===== src/ssam_pkg.sv =====
`timescale 1ns / 1ps
// ----------------------------------------------------------------------------
// ssam_pkg: shared types and constants of the strided slice address map
// Field widths, register indexes and the per-dimension job handed from the
// front classifier to the back pipeline.
// ----------------------------------------------------------------------------
package ssam_pkg;

	localparam int NDIM         = 4;
	localparam int NDIM_IDX_W   = 2;
	localparam int COORD_W      = 16;
	localparam int DIST_W       = 16;
	localparam int WIN_W        = 48;
	localparam int ADDR_W       = 32;
	localparam int DATA_W       = 32;
	localparam int CFG_IDX_W    = 4;
	localparam int DIV_STEPS    = DIST_W;
	localparam int MID_DEPTH    = 4;
	localparam int OUT_DEPTH    = 4;

	localparam int ELEM_WIDTH_DEF = 32;
	localparam int RANK_DEF       = 4;

	// register map
	localparam logic [CFG_IDX_W-1:0] REG_WIN_BASE   = CFG_IDX_W'(0);
	localparam logic [CFG_IDX_W-1:0] REG_PITCH_BASE = CFG_IDX_W'(NDIM);
	localparam logic [CFG_IDX_W-1:0] REG_COUNT      = CFG_IDX_W'(2 * NDIM);

	// begin 0, end 32767, stride 1
	localparam logic [WIN_W-1:0] WIN_RESET = 48'h0001_7FFF_0000;

	// one dimension's work for the divider: offset from begin and stride magnitude
	typedef struct packed {
		logic [DIST_W-1:0] span;
		logic [DIST_W-1:0] step;
	} dim_job_t;

	localparam int JOB_W = 2 * DIST_W;

endpackage


===== src/ssam_front.sv =====
`timescale 1ns / 1ps
// ----------------------------------------------------------------------------
// ssam_front: window check and offset setup
// Checks each coordinate against its begin/end window for the stride sign and
// forms the offset and stride magnitude that the back part divides.
// ----------------------------------------------------------------------------
module ssam_front #(
	parameter int RANK = ssam_pkg::RANK_DEF
) (
	input  logic [ssam_pkg::COORD_W-1:0]      coord [ssam_pkg::NDIM],
	input  logic [ssam_pkg::WIN_W-1:0]        win   [ssam_pkg::NDIM],
	output ssam_pkg::dim_job_t [RANK-1:0]     jobs,
	output logic                              pass
);

	always_comb begin
		logic signed [ssam_pkg::COORD_W:0] c;
		logic signed [ssam_pkg::COORD_W:0] b;
		logic signed [ssam_pkg::COORD_W:0] e;
		logic signed [ssam_pkg::COORD_W:0] s;
		logic signed [ssam_pkg::COORD_W:0] d;
		logic signed [ssam_pkg::COORD_W:0] m;
		logic                              ok;
		pass = 1'b1;
		jobs = '0;
		for (int k = 0; k < RANK; k++) begin
			c = $signed({1'b0, coord[k]});
			b = $signed({win[k][15], win[k][15:0]});
			e = $signed({win[k][31], win[k][31:16]});
			s = $signed({win[k][47], win[k][47:32]});
			// mirror the window for a negative stride; zero stride never passes
			if (s == '0) begin
				ok = 1'b0;
				d  = '0;
				m  = '0;
			end else if (s[ssam_pkg::COORD_W]) begin
				ok = (c > e) && (c <= b);
				d  = b - c;
				m  = -s;
			end else begin
				ok = (c >= b) && (c < e);
				d  = c - b;
				m  = s;
			end
			jobs[k].span = d[ssam_pkg::DIST_W-1:0];
			jobs[k].step = m[ssam_pkg::DIST_W-1:0];
			pass = pass & ok;
		end
	end

endmodule


===== config.mk =====
export PLATFORM = sky130hd
export DESIGN_NAME = ssam_front
export DESIGN_NICKNAME = d
export VERILOG_FILES = /design/src/ssam_pkg.sv /design/src/ssam_front.sv
export SDC_FILE = /design/constraint.sdc
export NUM_CORES = 1
export LEC_CHECK = 0
export BUFFER_PORTS_ARGS = -buffer_cell sky130_fd_sc_hd__buf_2
export CORE_ASPECT_RATIO = 0.75
export CORE_MARGIN = 5
export CORE_UTILIZATION = 53
export DETAILED_ROUTE_END_ITERATION = 12
export MAX_ROUTING_LAYER = met4
export PLACE_DENSITY = 0.85
export SLEW_MARGIN = 20
export SYNTH_ARGS = -nofsm -noshare
export SYNTH_HDL_FRONTEND = slang
export SYNTH_SLANG_ARGS = --single-unit
export TNS_END_PERCENT = 10

===== constraint.sdc =====
create_clock -name vclk -period 3.43
set_input_delay 0.343 -clock vclk [all_inputs]
set_output_delay 0.343 -clock vclk [all_outputs]
set_load 0.01 [all_outputs]

==> flow_summary.json <==
{
  "rsz0062_at_grt": "true",
  "dieArea_mm2": 0.0218,
  "yosysTopAreaCellShare": 0.250,
  "area.sequential_um2": 0,
  "synthesis.area_mm2": 0.0100,
  "synth_fp_nets": 1944,
  "nets": 2349,
  "synth.distinct_cells": 82,
  "min_period_over_period": 0.978,
  "num_io_pins": 385,
  "fin_cells": 2134,
  "synth_mux_area_frac": 0.0389,
  "wl_mm": 38.8,
  "dpl.hpwl_mm": 34.1,
  "first_pass_iters": 6,
  "crit_fanout": 3,
  "seq_cells": 0,
  "final-hold-violation-count": 0,
  "grt_pass1_vias": 11800,
  "max_freq_ghz": 0.298,
  "tightest_slew_ns": 0.884,
  "synthSimpleGateAreaFrac": 0.221,
  "yosysMostFrequentCell": "inv_1",
  "slew_violations": 0,
  "vdd_drop_max_v": 0.000107,
  "min_path_type": "primary input to output pin",
  "rows": 43,
  "routabilityCongestion": 1.05,
  "syn-mean-instance-area_um2": 6.76,
  "yosys.area_share.xor_xnor": 0.0831,
  "initial_utilization": 0.541,
  "synth.area.top_cells": "ha_1, inv_1, xnor2_1",
  "endpoint_kind": "output pin",
  "synth_top_family_by_area": "compound AO/OA/AOI/OAI gates",
  "p_per_area_mw_per_mm2": 177,
  "maxCapViolCount": 0,
  "fp.dieW_um": 169,
  "drtAntennaViolNets": 0,
  "critPathKind": "primary input to output pin",
  "wl_per_cell_um": 18.2,
  "status": "completed",
  "postCtsSetupRepairBufs": 0,
  "synth_fa_ha_area_frac": 0.266,
  "antenna_found_initial": 4,
  "worstPathRequired_ns": 3.09,
  "grt_max_degree": 25,
  "grt_pass1_wl_mm": 60.3,
  "ys_seq_area_frac": 0,
  "power_leakage_nw": 6.98,
  "synth_commonest_cells": "inv_1, ha_1, nor2_1, a21oi_1, nand2_1",
  "grt_use_total": 0.341,
  "placed_cells": 2130,
  "core-area_mm2": 0.0185,
  "drcViolationCount": 0,
  "synth-compound-area-share": 0.277,
  "clkbuf_count": 0,
  "num_vias": 12500,
  "final_layout_size_suffix_gt1_frac": 0.272,
  "period_minus_slack_ns": 3.35,
  "synth-warning-count": 0,
  "synthToLayoutAreaGrowth_pct": 26.4,
  "maxSlewHeadroom": 0.408,
  "crit_arrival_ns": 3.01,
  "drt_iter0_markers": 972,
  "pre_cts_ws_ns": 0.0495,
  "setup_ws_ns": 0.0750,
  "synth_cells": 1480,
  "overflow": 0,
  "start_kind": "primary input",
  "port_buffers": 385,
  "synth_top_area_cell": "ha_1",
  "avgViaCountPerCell": 5.86,
  "chipHeight_um": 129,
  "setup_viol": 0
}
final timing paths:
check / cells past startpoint / startpoint / slack, ns / endpoint
min: 3 / win[142] / 0.97 / jobs[46]
max: 14 / win[0] / 0.08 / jobs[126]
worst max-delay path, stage by stage:
cell and delay (ns):
buf_2 0.11, inv_1 0.05, ha_1 0.18, inv_1 0.07, fa_1 0.39, mux2_1 0.30, a221o_1 0.36, a211oi_2 0.24
a211oi_1 0.11, a41oi_2 0.20, a21o_1 0.20, nor4_1 0.07, a211o_1 0.24, buf_2 0.15
kinds of logic (layout without fill, tap and decap cells):
| group | count (synthesis) | after routing |
|---|---|---|
| fa+ha+maj | 208 | 208 |
| xor+xnor | 95 | 95 |
| mux | 37 | 37 |
| simple gates | 431 | 431 |
| compound gates | 419 | 419 |
| buf+inv | 290 | 693 |
| other cells | 0 | 4 |
power by group:
part           leakage (nW)  switching (mW)    total, mW  internal (mW)
clock network     0.0000254               0  0.000000156    0.000000156
logic                  6.98            1.28         2.23          0.953
registers                 0               0            0              0
total                  6.98            1.28         2.23          0.953
routing by layer:
| metal | vias to the layer above | wire length [µm] | track usage | part of all wire |
|---|---|---|---|---|
| li1 | 6047 | - | - | - |
| met1 | 5764 | 17700 | 0.474 | 0.46 |
| met2 | 625 | 17000 | 0.536 | 0.44 |
| met3 | 60 | 3400 | 0.0461 | 0.088 |
| met4 | 0 | 648 | 0.0558 | 0.017 |
| met5 | - | 0 | - | 0 |
layout make-up:
cell class                 instances  area, µm²
inverter                         234        878
fill                            1716       5860
tap                              247        309
multi-input combinational       1190       8960
timing repair buffer             459       2480
antenna                            4       10.0
cell usage in the layout (no fill, tap or decap), types with 6 or more instances in the layout:
cell type | synthesis | routed
nor3b_1 | 7 | 7
a311oi_1 | 6 | 6
o21a_1 | 17 | 17
a31oi_1 | 17 | 16
o21bai_1 | 9 | 9
ha_1 | 200 | 199
a21oi_1 | 109 | 109
nand4_1 | 26 | 26
nand4b_1 | 9 | 9
xor2_1 | 20 | 20
or3_1 | 17 | 17
nand2_1 | 101 | 101
nand3_1 | 23 | 23
o211ai_1 | 12 | 12
a21o_1 | 45 | 45
buf_2 | 22 | 385
o41ai_1 | 10 | 10
xnor2_1 | 75 | 75
nor4_1 | 12 | 9
nor3_1 | 41 | 40
nor2b_1 | 18 | 18
fa_1 | 8 | 8
mux2_2 | 14 | 14
a211o_1 | 9 | 9
o31ai_1 | 29 | 26
o21ai_0 | 68 | 68
inv_1 | 233 | 233
a211oi_1 | 27 | 25
and3_1 | 6 | 6
o22ai_1 | 6 | 6
nor2_1 | 117 | 117
nand2b_1 | 12 | 12
buf_4 | 2 | 74
mux2i_1 | 22 | 22
what timing repair did:
action,in CTS,in global routing
gates resized for setup,0,16
endpoints found under the setup margin,0,7
hold buffers,0,0
through the flow:
stage	power, mW	hold slack [ns]	util	setup TNS, ns	instance area (µm²)
2_1_floorplan	1.31	0.736	-	0	10000
3_3_place_gp	2.15	0.963	0.678	0	12600
3_5_place_dp	2.18	0.971	0.678	0	12600
4_1_cts	2.19	0.971	0.678	0	12600
5_1_grt	2.44	0.985	0.683	-0.0193	12600
6_report	2.23	0.970	0.683	0	12600
Power figures use the tool's default switching activity.
