<file path="src/ssam_fifo.sv">
`timescale 1ns / 1ps
// ----------------------------------------------------------------------------
// ssam_fifo: small register queue
// Holds items between the front and back parts and in front of the result
// ports; head is read directly from the storage at the read pointer.
// ----------------------------------------------------------------------------
module ssam_fifo #(
	parameter int WIDTH = 8,
	parameter int DEPTH = 4
) (
	input  logic             clk,
	input  logic             arst_n,
	input  logic             push,
	input  logic             pop,
	input  logic [WIDTH-1:0] wdata,
	output logic [WIDTH-1:0] rdata,
	output logic             full,
	output logic             empty
);

	localparam int PTR_W = (DEPTH > 1) ? $clog2(DEPTH) : 1;
	localparam int CNT_W = $clog2(DEPTH + 1);

	logic [WIDTH-1:0] mem_q [DEPTH];
	logic [PTR_W-1:0] wr_ptr_q;
	logic [PTR_W-1:0] rd_ptr_q;
	logic [CNT_W-1:0] count_q;

	assign full  = (count_q == CNT_W'(DEPTH));
	assign empty = (count_q == '0);
	assign rdata = mem_q[rd_ptr_q];

	always_ff @(posedge clk or negedge arst_n) begin
		if (!arst_n) begin
			wr_ptr_q <= '0;
			rd_ptr_q <= '0;
			count_q  <= '0;
		end else begin
			if (push) begin
				wr_ptr_q <= (wr_ptr_q == PTR_W'(DEPTH - 1)) ? '0 : wr_ptr_q + 1'b1;
			end
			if (pop) begin
				rd_ptr_q <= (rd_ptr_q == PTR_W'(DEPTH - 1)) ? '0 : rd_ptr_q + 1'b1;
			end
			case ({push, pop})
				2'b10:   count_q <= count_q + 1'b1;
				2'b01:   count_q <= count_q - 1'b1;
				default: count_q <= count_q;
			endcase
		end
	end

	always_ff @(posedge clk) begin
		if (push) begin
			mem_q[wr_ptr_q] <= wdata;
		end
	end

endmodule

</file>
<file path="config.mk">
export PLATFORM = sky130hd
export DESIGN_NAME = ssam_fifo
export DESIGN_NICKNAME = d
export VERILOG_FILES = /design/src/ssam_fifo.sv
export SDC_FILE = /design/constraint.sdc
export NUM_CORES = 1
export LEC_CHECK = 0
export BUFFER_PORTS_ARGS = -buffer_cell sky130_fd_sc_hd__buf_2
export CORE_ASPECT_RATIO = 1.2
export CORE_MARGIN = 4
export CORE_UTILIZATION = 35
export DETAILED_ROUTE_END_ITERATION = 10
export GPL_ROUTABILITY_DRIVEN = 0
export PLACE_DENSITY_LB_ADDON = 0.3
export SLEW_MARGIN = 20
export SYNTH_ARGS = -nofsm -noshare
export SYNTH_HDL_FRONTEND = slang
export SYNTH_SLANG_ARGS = --single-unit
</file>
<file path="constraint.sdc">
create_clock -name clk -period 3.5 [get_ports clk]
set_input_delay 0.7 -clock clk [delete_from_list [all_inputs] [get_ports clk]]
set_output_delay 0.7 -clock clk [all_outputs]
set_load 0.05 [all_outputs]
</file>
==> out/metrics.cfg, run 1 <==
[finish]
utilization_pct = 42.8
stdcell_area_um2 = 1840
antennaDiodeCount = 0
area_growth_pct = 16.9
nNetsFinal = 125
drive_gt1_share_pct = 35.5

[drt]
drt_iter0_drc = 42
ant_nets = 0
drc_errors = 0
vias_per_cell = 4.53
dr.pass1.iters = 4
routed_wl_um = 2330
avgRoutedWirePerCell_um = 14.3
vias = 738

[synth]
yosysUniqueCellTypes = 19
synthFlopType = edfxtp_1
syn_nets = 99
synthArstFlopShare_pct = 17.9
yosys.area.top_type = edfxtp_1
synth.avg_cell_area_um2 = 19.7
yosys_warnings = 0
synth_top_cell_area_share_pct = 61.1
synthTopCellsByCount = edfxtp_1, mux4_2, dfrtp_1, ha_1, inv_1
synth_area_leaders = edfxtp_1, mux4_2, dfrtp_1
synth_edf_count = 32
post-synth-top-count-cell = edfxtp_1
synth_cells = 80
ys_ff_latch = 39
yosysSeqAreaShare_pct = 72.2
synth_area_um2 = 1570

[critical_path]
cp_num_buf_inv = 1
cp-endpoint = rdata[2]
cpPeakStageDelay_ns = 0.72
reg2reg_slack_ns = 2.09
cp_slowest_cell = dfrtp_1
required_ns = 2.80
reg2reg_to = mem_q[0][5]
cp_top_family = flip-flops
worstSetupPathType = reg2out
cp-end-kind = output port
r2r_start = wr_ptr_q[0]
crit_path_start = rd_ptr_q[0]
cp_num_cells = 2
path_max_fanout = 11
path_cells = mux4_2 -> buf_2
r2r_cells = 3
critical_path_arrival_ns = 1.81
cp-start-kind = flip-flop

[cts]
clock_latency_ns = 0.28
cts_tree = done
cts_made_buffers = 5
clockBufferDepth = 2
clk_pin_slew_worst_paths_ns = 0.07
cts_setup_buffers = 0
cts_sinks = 39
cts_hold_buffers = 0
cts_root_buf = clkbuf_8
htree_num_levels = 2
cts_resized = 0

[sta]
period_needed_ns = 2.51
tns_ns = 0
finalHoldViolCount = 0
tightest_slew_ns = 0.593
clock_skew_ns = 0.00553
fmax_mhz = 399
drv_slew = 0
setup_viol_count_final = 0
rsz0062_at_grt = no
relSlewSlack_pct = 60.5
fin_crit_sh_pct = 71.6

[die]
die_h_um = 81.4
start_util_pct = 36.6
pin_count = 22
fp.dieW_um = 69.2
core_area_um2 = 4290
fp-row-count = 26
die_area_um2 = 5630

[grt]
grt.total_usage_pct = 9.42
antenna_found_initial = 0
overflow = 0
grt_pass1_wl_um = 3920
grt_pass1_vias = 803
grt_max_degree = 13

[flow_run]
maxCapViolCount = 0

[pwr]
p_per_area_nw_per_um2 = 887
totalPowerFinal_w = 0.00163
cellLeakagePower_nw = 0.703
ir_worst_vdd_mv = 0.325

[worst_hold_path]
hold_class = in2async

[placed_design]
placed_area_um2 = 1730
place_hpwl_um = 1660
portBuffers = 21

[status]
status = completed

==> flip-flops by register name, indices dropped and copies added (netlist names) <==
| register | cells |
|---|---|
| count_q | 3 |
| mem_q | 32 |
| wr_ptr_q | 2 |
| rd_ptr_q | 2 |
==> cell usage in the layout (no fill, tap or decap), drive strengths merged, types with 2 or more instances in the layout <==
master,synthesis,routed
xor2,2,2
edfxtp,32,32
clkbuf,0,5
inv,6,6
mux4,8,8
nor2,2,2
ha,6,6
mux2,2,2
o21ai,2,2
buf,2,21
and2,4,4
dfrtp,7,7
clkinv,0,2
==> worst min path at each step <==
stage          slack, ns  depth (start not counted)    endpoint        from
4_1_cts             0.24                          1  count_q[2]      arst_n
6_report            0.24                          1  count_q[2]      arst_n
3_3_place_gp        0.48                          1  count_q[2]  count_q[2]
3_5_place_dp        0.50                          1  count_q[2]  count_q[2]
5_1_grt             0.24                          1  count_q[1]      arst_n
2_1_floorplan       0.40                          0  count_q[0]      arst_n
==> through the flow <==
stage	hold slack [ns]	std cells	setup WS, ns
floorplan	0.404	80	1.33
detailed placement	0.499	155	1.25
CTS	0.236	163	0.940
finish	0.240	163	0.993
global route	0.237	163	0.866
global placement	0.477	155	1.27
==> area by class of cell <==
class,instances,area [µm²]
tap,56,70.1
timing repair buffer,21,105
clock buffer,5,68.8
fill,397,2450
inverter,6,22.5
clock inverter,3,38.8
sequential,39,1140
multi-input combinational,33,398
==> where the power goes <==
group / internal (W) / switching (W)
Sequential: 0.000610 / 0.0000888
Clock: 0.000208 / 0.000142
Combinational: 0.000205 / 0.000376
==> routing by layer <==
| metal | up-vias | GRT usage (%) | part of all wire (%) | wire, µm |
|---|---|---|---|---|
| met5 | - | 0 | 0 | 0 |
| met4 | 0 | 6.45 | 0.99 | 23 |
| met3 | 2 | 3.18 | 6.1 | 142 |
| met2 | 23 | 15.6 | 53 | 1220 |
| met1 | 361 | 10.4 | 40 | 938 |
| li1 | 352 | - | - | - |
==> logic make-up (layout without fill, tap and decap cells) <==
family / count (synthesis) / in the layout / synth area share [%]
AO/OA/AOI/OAI: 2 / 2 / 0.636
adder cells (fa/ha/maj): 7 / 7 / 6.05
multiplexers: 11 / 11 / 13.5
AND/OR/NAND/NOR: 10 / 10 / 3.42
XOR/XNOR: 3 / 3 / 1.67
flip-flops: 39 / 39 / 72.2
buffers and inverters: 8 / 35 / 2.47
Note: power is estimated with default switching activity, not from simulation.
==> run 2, diff against run 1 <==
==> constraint.sdc (replaced) <==
create_clock -name clk -period 2.15 [get_ports clk]
set_input_delay 0.43 -clock clk [delete_from_list [all_inputs] [get_ports clk]]
set_output_delay 0.43 -clock clk [all_outputs]
set_load 0.05 [all_outputs]
==> out/metrics.cfg, run 2 (synthesis results as in run 1) <==
[critical_path]
path_max_fanout = 11  ; unchanged
cp-end-kind = output port
worstSetupPathType = reg2out
critical_path_arrival_ns = 1.61  ; -0.20 ns
cpPeakStageDelay_ns = 0.56  ; -0.16 ns
cp-start-kind = flip-flop
cp_slowest_cell = dfrtp_2
required_ns = 1.72  ; -1.08 ns
path_cells = mux4_2 -> buf_2

[sta]
fin_crit_sh_pct = 94.8
clock_skew_ns = 0.00535  ; -0.000175 ns
period_needed_ns = 2.04
worst_slack_ns = 0.111  ; -0.882 ns
tns_ns = 0  ; unchanged
drv_slew = 0  ; unchanged
relSlewSlack_pct = 69.7  ; +9.2 points
fmax_mhz = 490
rsz0062_at_grt = no
whs_ns = 0.359  ; +0.119 ns
tightest_slew_ns = 0.455  ; -0.138 ns
setup_viol_count_final = 0  ; unchanged
finalHoldViolCount = 0  ; unchanged

[cts]
clockBufferDepth = 2  ; unchanged
clock_latency_ns = 0.28  ; about the same
clk_pin_slew_worst_paths_ns = 0.07  ; about the same
cts_root_buf = clkbuf_8
cts_setup_buffers = 0  ; unchanged
cts_sinks = 39  ; unchanged
cts_made_buffers = 5  ; unchanged
cts_tree = done
htree_num_levels = 2  ; unchanged

[status]
status = completed

[pwr]
ir_worst_vdd_mv = 0.569  ; +75%
cellLeakagePower_nw = 0.706  ; +0.44%
p_per_area_nw_per_um2 = 1430  ; +62%

[worst_hold_path]
hold_class = in2reg

[finish]
nNetsFinal = 126  ; +0.80%
largest_register_ffs = 32  ; unchanged
largest_register = mem_q
nFillCells = 395  ; -0.50%
final_common_cell = edfxtp_1
regArea_um2 = 1140  ; +0.11%
antennaDiodeCount = 0  ; unchanged
multi_input_area_um2 = 398  ; unchanged
stdcell_area_um2 = 1850  ; +0.61%
final_cell_mix = edfxtp_1, buf_2, mux4_2
biggestRegsByFlops = mem_q: 32 flops, count_q: 3 flops
area_growth_pct = 17.7
drive_gt1_share_pct = 36.1  ; +0.60 points

[die]
core_area_um2 = 4290  ; unchanged
fp-row-count = 26  ; unchanged
die_area_um2 = 5630  ; unchanged
start_util_pct = 36.6  ; unchanged
pin_count = 22  ; unchanged
die_h_um = 81.4  ; unchanged
fp.dieW_um = 69.2  ; unchanged

[grt]
overflow = 0  ; unchanged
grt_pass1_wl_um = 3850  ; -1.8%
grt_pass1_vias = 781  ; -2.7%
grt_max_degree = 13  ; unchanged
grt.total_usage_pct = 9.31  ; -0.11 points
antenna_found_initial = 0  ; unchanged

[drt]
dr.pass1.iters = 3  ; -1
ant_nets = 0  ; unchanged
drc_errors = 0  ; unchanged
vias = 753  ; +2.0%
avgRoutedWirePerCell_um = 14.4  ; +0.84%
drt_iter0_drc = 74  ; +76%
routed_wl_um = 2360  ; +1.5%
vias_per_cell = 4.59  ; +1.4%

[flow_run]
maxCapViolCount = 0  ; unchanged

[placed_design]
portBuffers = 21  ; unchanged
pre_cts_ws_ns = 0.174  ; -1.08 ns
placed_area_um2 = 1730  ; unchanged
place_hpwl_um = 1690  ; +1.7%

## run 2: cell types whose count changed in the layout (fill, tap and decap cells not counted)
| cell | before | now |
|---|---|---|
| dfrtp_2 | 0 | 1 |
| dlygate4sd3_1 | 0 | 1 |
| dfrtp_1 | 7 | 6 |
## run 2: final cells by class
class	instances	area share, %
Timing Repair Buffer	22	6.22
Multi-Input combinational cell	33	21.5
Tap cell	56	3.79
Clock inverter	3	2.10
Clock buffer	5	3.72
Sequential cell	39	61.5
Inverter	6	1.22
## run 2: stage by stage
stage                     util, %  cells  total power (W)
after detailed placement     40.3    155          0.00212
after global routing         43.1    164          0.00281
after floorplan                 -     80          0.00193
final                        43.1    164          0.00265
after CTS                    43.1    164          0.00270
after global placement       40.3    155          0.00210
## run 2: worst max-delay path, delay by kind of cell (launching register included)
kind	cells	cell delay, ns
buffers and inverters	1	0.22
DFF	1	0.56
muxes	1	0.54
## run 2: repair_timing
action / CTS / global route
hold buffers: 1 / 0
hold endpoints to repair: 7 / 0
endpoints found under the setup margin: 8 / 0
gates resized for setup: 1 / 0
## run 2: layer usage
| metal | track usage [%] | routed length, µm | up-vias |
|---|---|---|---|
| met1 | 10.5 | 972 | 374 |
| met4 | 5.86 | 53 | 0 |
| met5 | 0 | 0 | - |
| li1 | - | - | 356 |
| met3 | 3.55 | 125 | 4 |
| met2 | 15.0 | 1210 | 19 |
## run 2: path summary, 6_finish.rpt
kind / start / end / slack [ns] / cells past startpoint
min in group asynchronous: arst_n / count_q[2] / 0.51 / 2
max in group asynchronous: arst_n / rd_ptr_q[0] / 1.46 / 2
worst min-delay path: wdata[6] / mem_q[3][6] / 0.36 / 1
worst max register to register: wr_ptr_q[0] / mem_q[2][5] / 0.75 / 3
worst min register to register: count_q[2] / count_q[2] / 0.51 / 1
worst max-delay path: rd_ptr_q[0] / rdata[2] / 0.11 / 2
## run 2: where the power goes
part	internal [W]	switching, W
Clock	0.000339	0.000231
Combinational	0.000333	0.000610
Sequential	0.000996	0.000145
==> run 3, diff against run 2 <==
--- a/config.mk
+++ b/config.mk
@@ -11,7 +11,6 @@
 export CORE_UTILIZATION = 35
 export DETAILED_ROUTE_END_ITERATION = 10
 export GPL_ROUTABILITY_DRIVEN = 0
-export PLACE_DENSITY_LB_ADDON = 0.3
 export SLEW_MARGIN = 20
 export SYNTH_ARGS = -nofsm -noshare
 export SYNTH_HDL_FRONTEND = slang
==> out/metrics.cfg, run 3 (synthesis results as in run 1) <==
[status]
status = completed

[drt]
routed_wl_um = 2400  ; +1.6%
vias_per_cell = 4.63  ; +0.89%
drc_errors = 0  ; unchanged
ant_nets = 0  ; unchanged
vias = 769  ; +2.1%
drt_iter0_drc = 33  ; -55%
avgRoutedWirePerCell_um = 14.4  ; +0.39%
dr.pass1.iters = 4  ; +1

[pwr]
sw_frac_of_total_pct = 35.9  ; -1.3 points
seqPwrFrac_pct = 38.9  ; -4.1 points
power.share.clock_pct = 25.0  ; +3.5 points
ir_worst_vdd_mv = 0.896  ; +58%
p_per_area_nw_per_um2 = 1500  ; +4.4%
totalPowerFinal_w = 0.00284  ; +6.9%
cellLeakagePower_nw = 0.725  ; +2.6%
p_int_w = 0.00182  ; +9.1%
p_comb_share_pct = 36.2  ; +0.7 points
power.net_switching_w = 0.00102  ; +3.2%

[critical_path]
required_ns = 1.72  ; about the same
cp-end-kind = output port
path_cells = buf_4 -> mux4_2 -> buf_2
cp_top_family = multiplexers
cp_slowest_cell = mux4_2
worstSetupPathType = reg2out
critical_path_arrival_ns = 1.59  ; -0.02 ns
path_max_fanout = 5  ; -6
cpPeakStageDelay_ns = 0.50  ; -0.06 ns
cp-start-kind = flip-flop
cp_num_buf_inv = 2  ; +1

[finish]
drive_gt1_share_pct = 38.2  ; +2.1 points
nFillCells = 398  ; +0.76%
antennaDiodeCount = 0  ; unchanged
nNetsFinal = 128  ; +1.6%
multi_input_area_um2 = 398  ; unchanged
final_common_cell = edfxtp_1
biggestRegsByFlops = mem_q: 32 flops, count_q: 3 flops
largest_register_ffs = 32  ; unchanged
largest_register = mem_q
final_cell_mix = edfxtp_1, buf_2, mux4_2
regArea_um2 = 1140  ; unchanged
area_growth_pct = 20.4

[sta]
setup_viol_count_final = 0  ; unchanged
finalHoldViolCount = 0  ; unchanged
period_needed_ns = 2.02  ; -0.0200 ns
tightest_slew_ns = 0.465  ; +0.00959 ns
clock_skew_ns = 0.00438  ; -0.000973 ns
tns_ns = 0  ; unchanged
drv_slew = 0  ; unchanged
rsz0062_at_grt = no
relSlewSlack_pct = 69.0  ; -0.64 points
fin_crit_sh_pct = 93.9  ; -0.93 points
fmax_mhz = 495  ; +0.99%

[cts]
cts_setup_buffers = 0  ; unchanged
clock_latency_ns = 0.28  ; about the same
clockBufferDepth = 2  ; unchanged
cts_sinks = 39  ; unchanged
cts_tree = done
clk_pin_slew_worst_paths_ns = 0.07  ; about the same
cts_root_buf = clkbuf_8
htree_num_levels = 2  ; unchanged
cts_made_buffers = 5  ; unchanged

[grt]
grt_pass1_wl_um = 3890  ; +1.1%
overflow = 0  ; unchanged
grt.total_usage_pct = 9.34  ; +0.032 points
grt_pass1_vias = 844  ; +8.1%
antenna_found_initial = 0  ; unchanged
grt_max_degree = 14  ; +1
gr-usage-met3_pct = 3.92  ; +0.37 points
grtUsageMet2_pct = 15.8  ; +0.86 points
met1_usage_pct = 10.4  ; -0.14 points
top_usage_layer = met2

[die]
pin_count = 22  ; unchanged
fp-row-count = 26  ; unchanged
fp.dieW_um = 69.2  ; unchanged
start_util_pct = 36.6  ; unchanged
core_area_um2 = 4290  ; unchanged
die_h_um = 81.4  ; unchanged
die_area_um2 = 5630  ; unchanged

[flow_run]
maxCapViolCount = 0  ; unchanged

[worst_hold_path]
hold_class = in2reg

[placed_design]
place_hpwl_um = 1740  ; +2.7%
portBuffers = 21  ; unchanged

run 3: cell count changes in the layout (fill, tap and decap cells not counted), sizes merged:
| cell | change |
|---|---|
| bufinv | +1 |
| buf | +2 |
| clkinvlp | +1 |
| clkinv | -2 |
run 3: path summary, 6_finish.rpt:
path | startpoint | endpoint | slack [ns] | depth (start not counted)
setup reg to reg | wr_ptr_q[1] | mem_q[0][2] | 0.74 | 3
hold reg to reg | count_q[2] | count_q[2] | 0.51 | 1
setup / recovery | rd_ptr_q[0] | rdata[3] | 0.13 | 3
max in group asynchronous | arst_n | rd_ptr_q[0] | 1.47 | 2
hold / removal | wdata[3] | mem_q[1][3] | 0.35 | 1
min in group asynchronous | arst_n | count_q[1] | 0.51 | 2
run 3: final cells by class:
type	instances	area share, %
clock buffer	5	3.63
clock inverter	3	3.57
inverter	6	1.19
multi-input combinational	33	21.0
sequential	39	60.0
tap	56	3.70
timing repair buffer	24	6.87
run 3: power by group through the flow:
stage / clock network, W / registers (W) / logic, W
finish: 0.000708 / 0.00110 / 0.00103
global route: 0.000768 / 0.00112 / 0.00111
CTS: 0.000722 / 0.00110 / 0.00105
detailed placement: 0 / 0.00112 / 0.00104
global placement: 0 / 0.00111 / 0.00102
floorplan: 0 / 0.00106 / 0.000874
run 3: worst register-to-register path, stage by stage (launching register included):
cell and delay [ns]:
dfrtp_1 0.40, inv_1 0.11, ha_1 0.14, and2_1 0.41
run 3: what timing repair did:
item	in CTS	in global routing
hold buffers	1	0
hold endpoints to repair	7	0
resized for setup	0	1
setup endpoints to repair	0	4
run 3: metal layers:
layer  vias up  part of all wire [%]  wire length (µm)
li1        359                     -                 -
met1       387                    40               954
met2        21                    52              1260
met3         2                   6.8               164
met4         0                  0.88                21
met5         -                     0                 0
run 3: metrics by stage:
| step | utilization [%] | setup slack [ns] | cells | hold slack, ns | area [µm²] |
|---|---|---|---|---|---|
| floorplan | - | 0.247 | 80 | 0.134 | 1570 |
| global placement | 40.7 | 0.418 | 157 | 0.273 | 1750 |
| detailed placement | 40.7 | 0.365 | 157 | 0.279 | 1750 |
| CTS | 44.1 | 0.0616 | 166 | 0.347 | 1890 |
| global route | 44.1 | 0.0463 | 166 | 0.340 | 1890 |
| finish | 44.1 | 0.131 | 166 | 0.354 | 1890 |
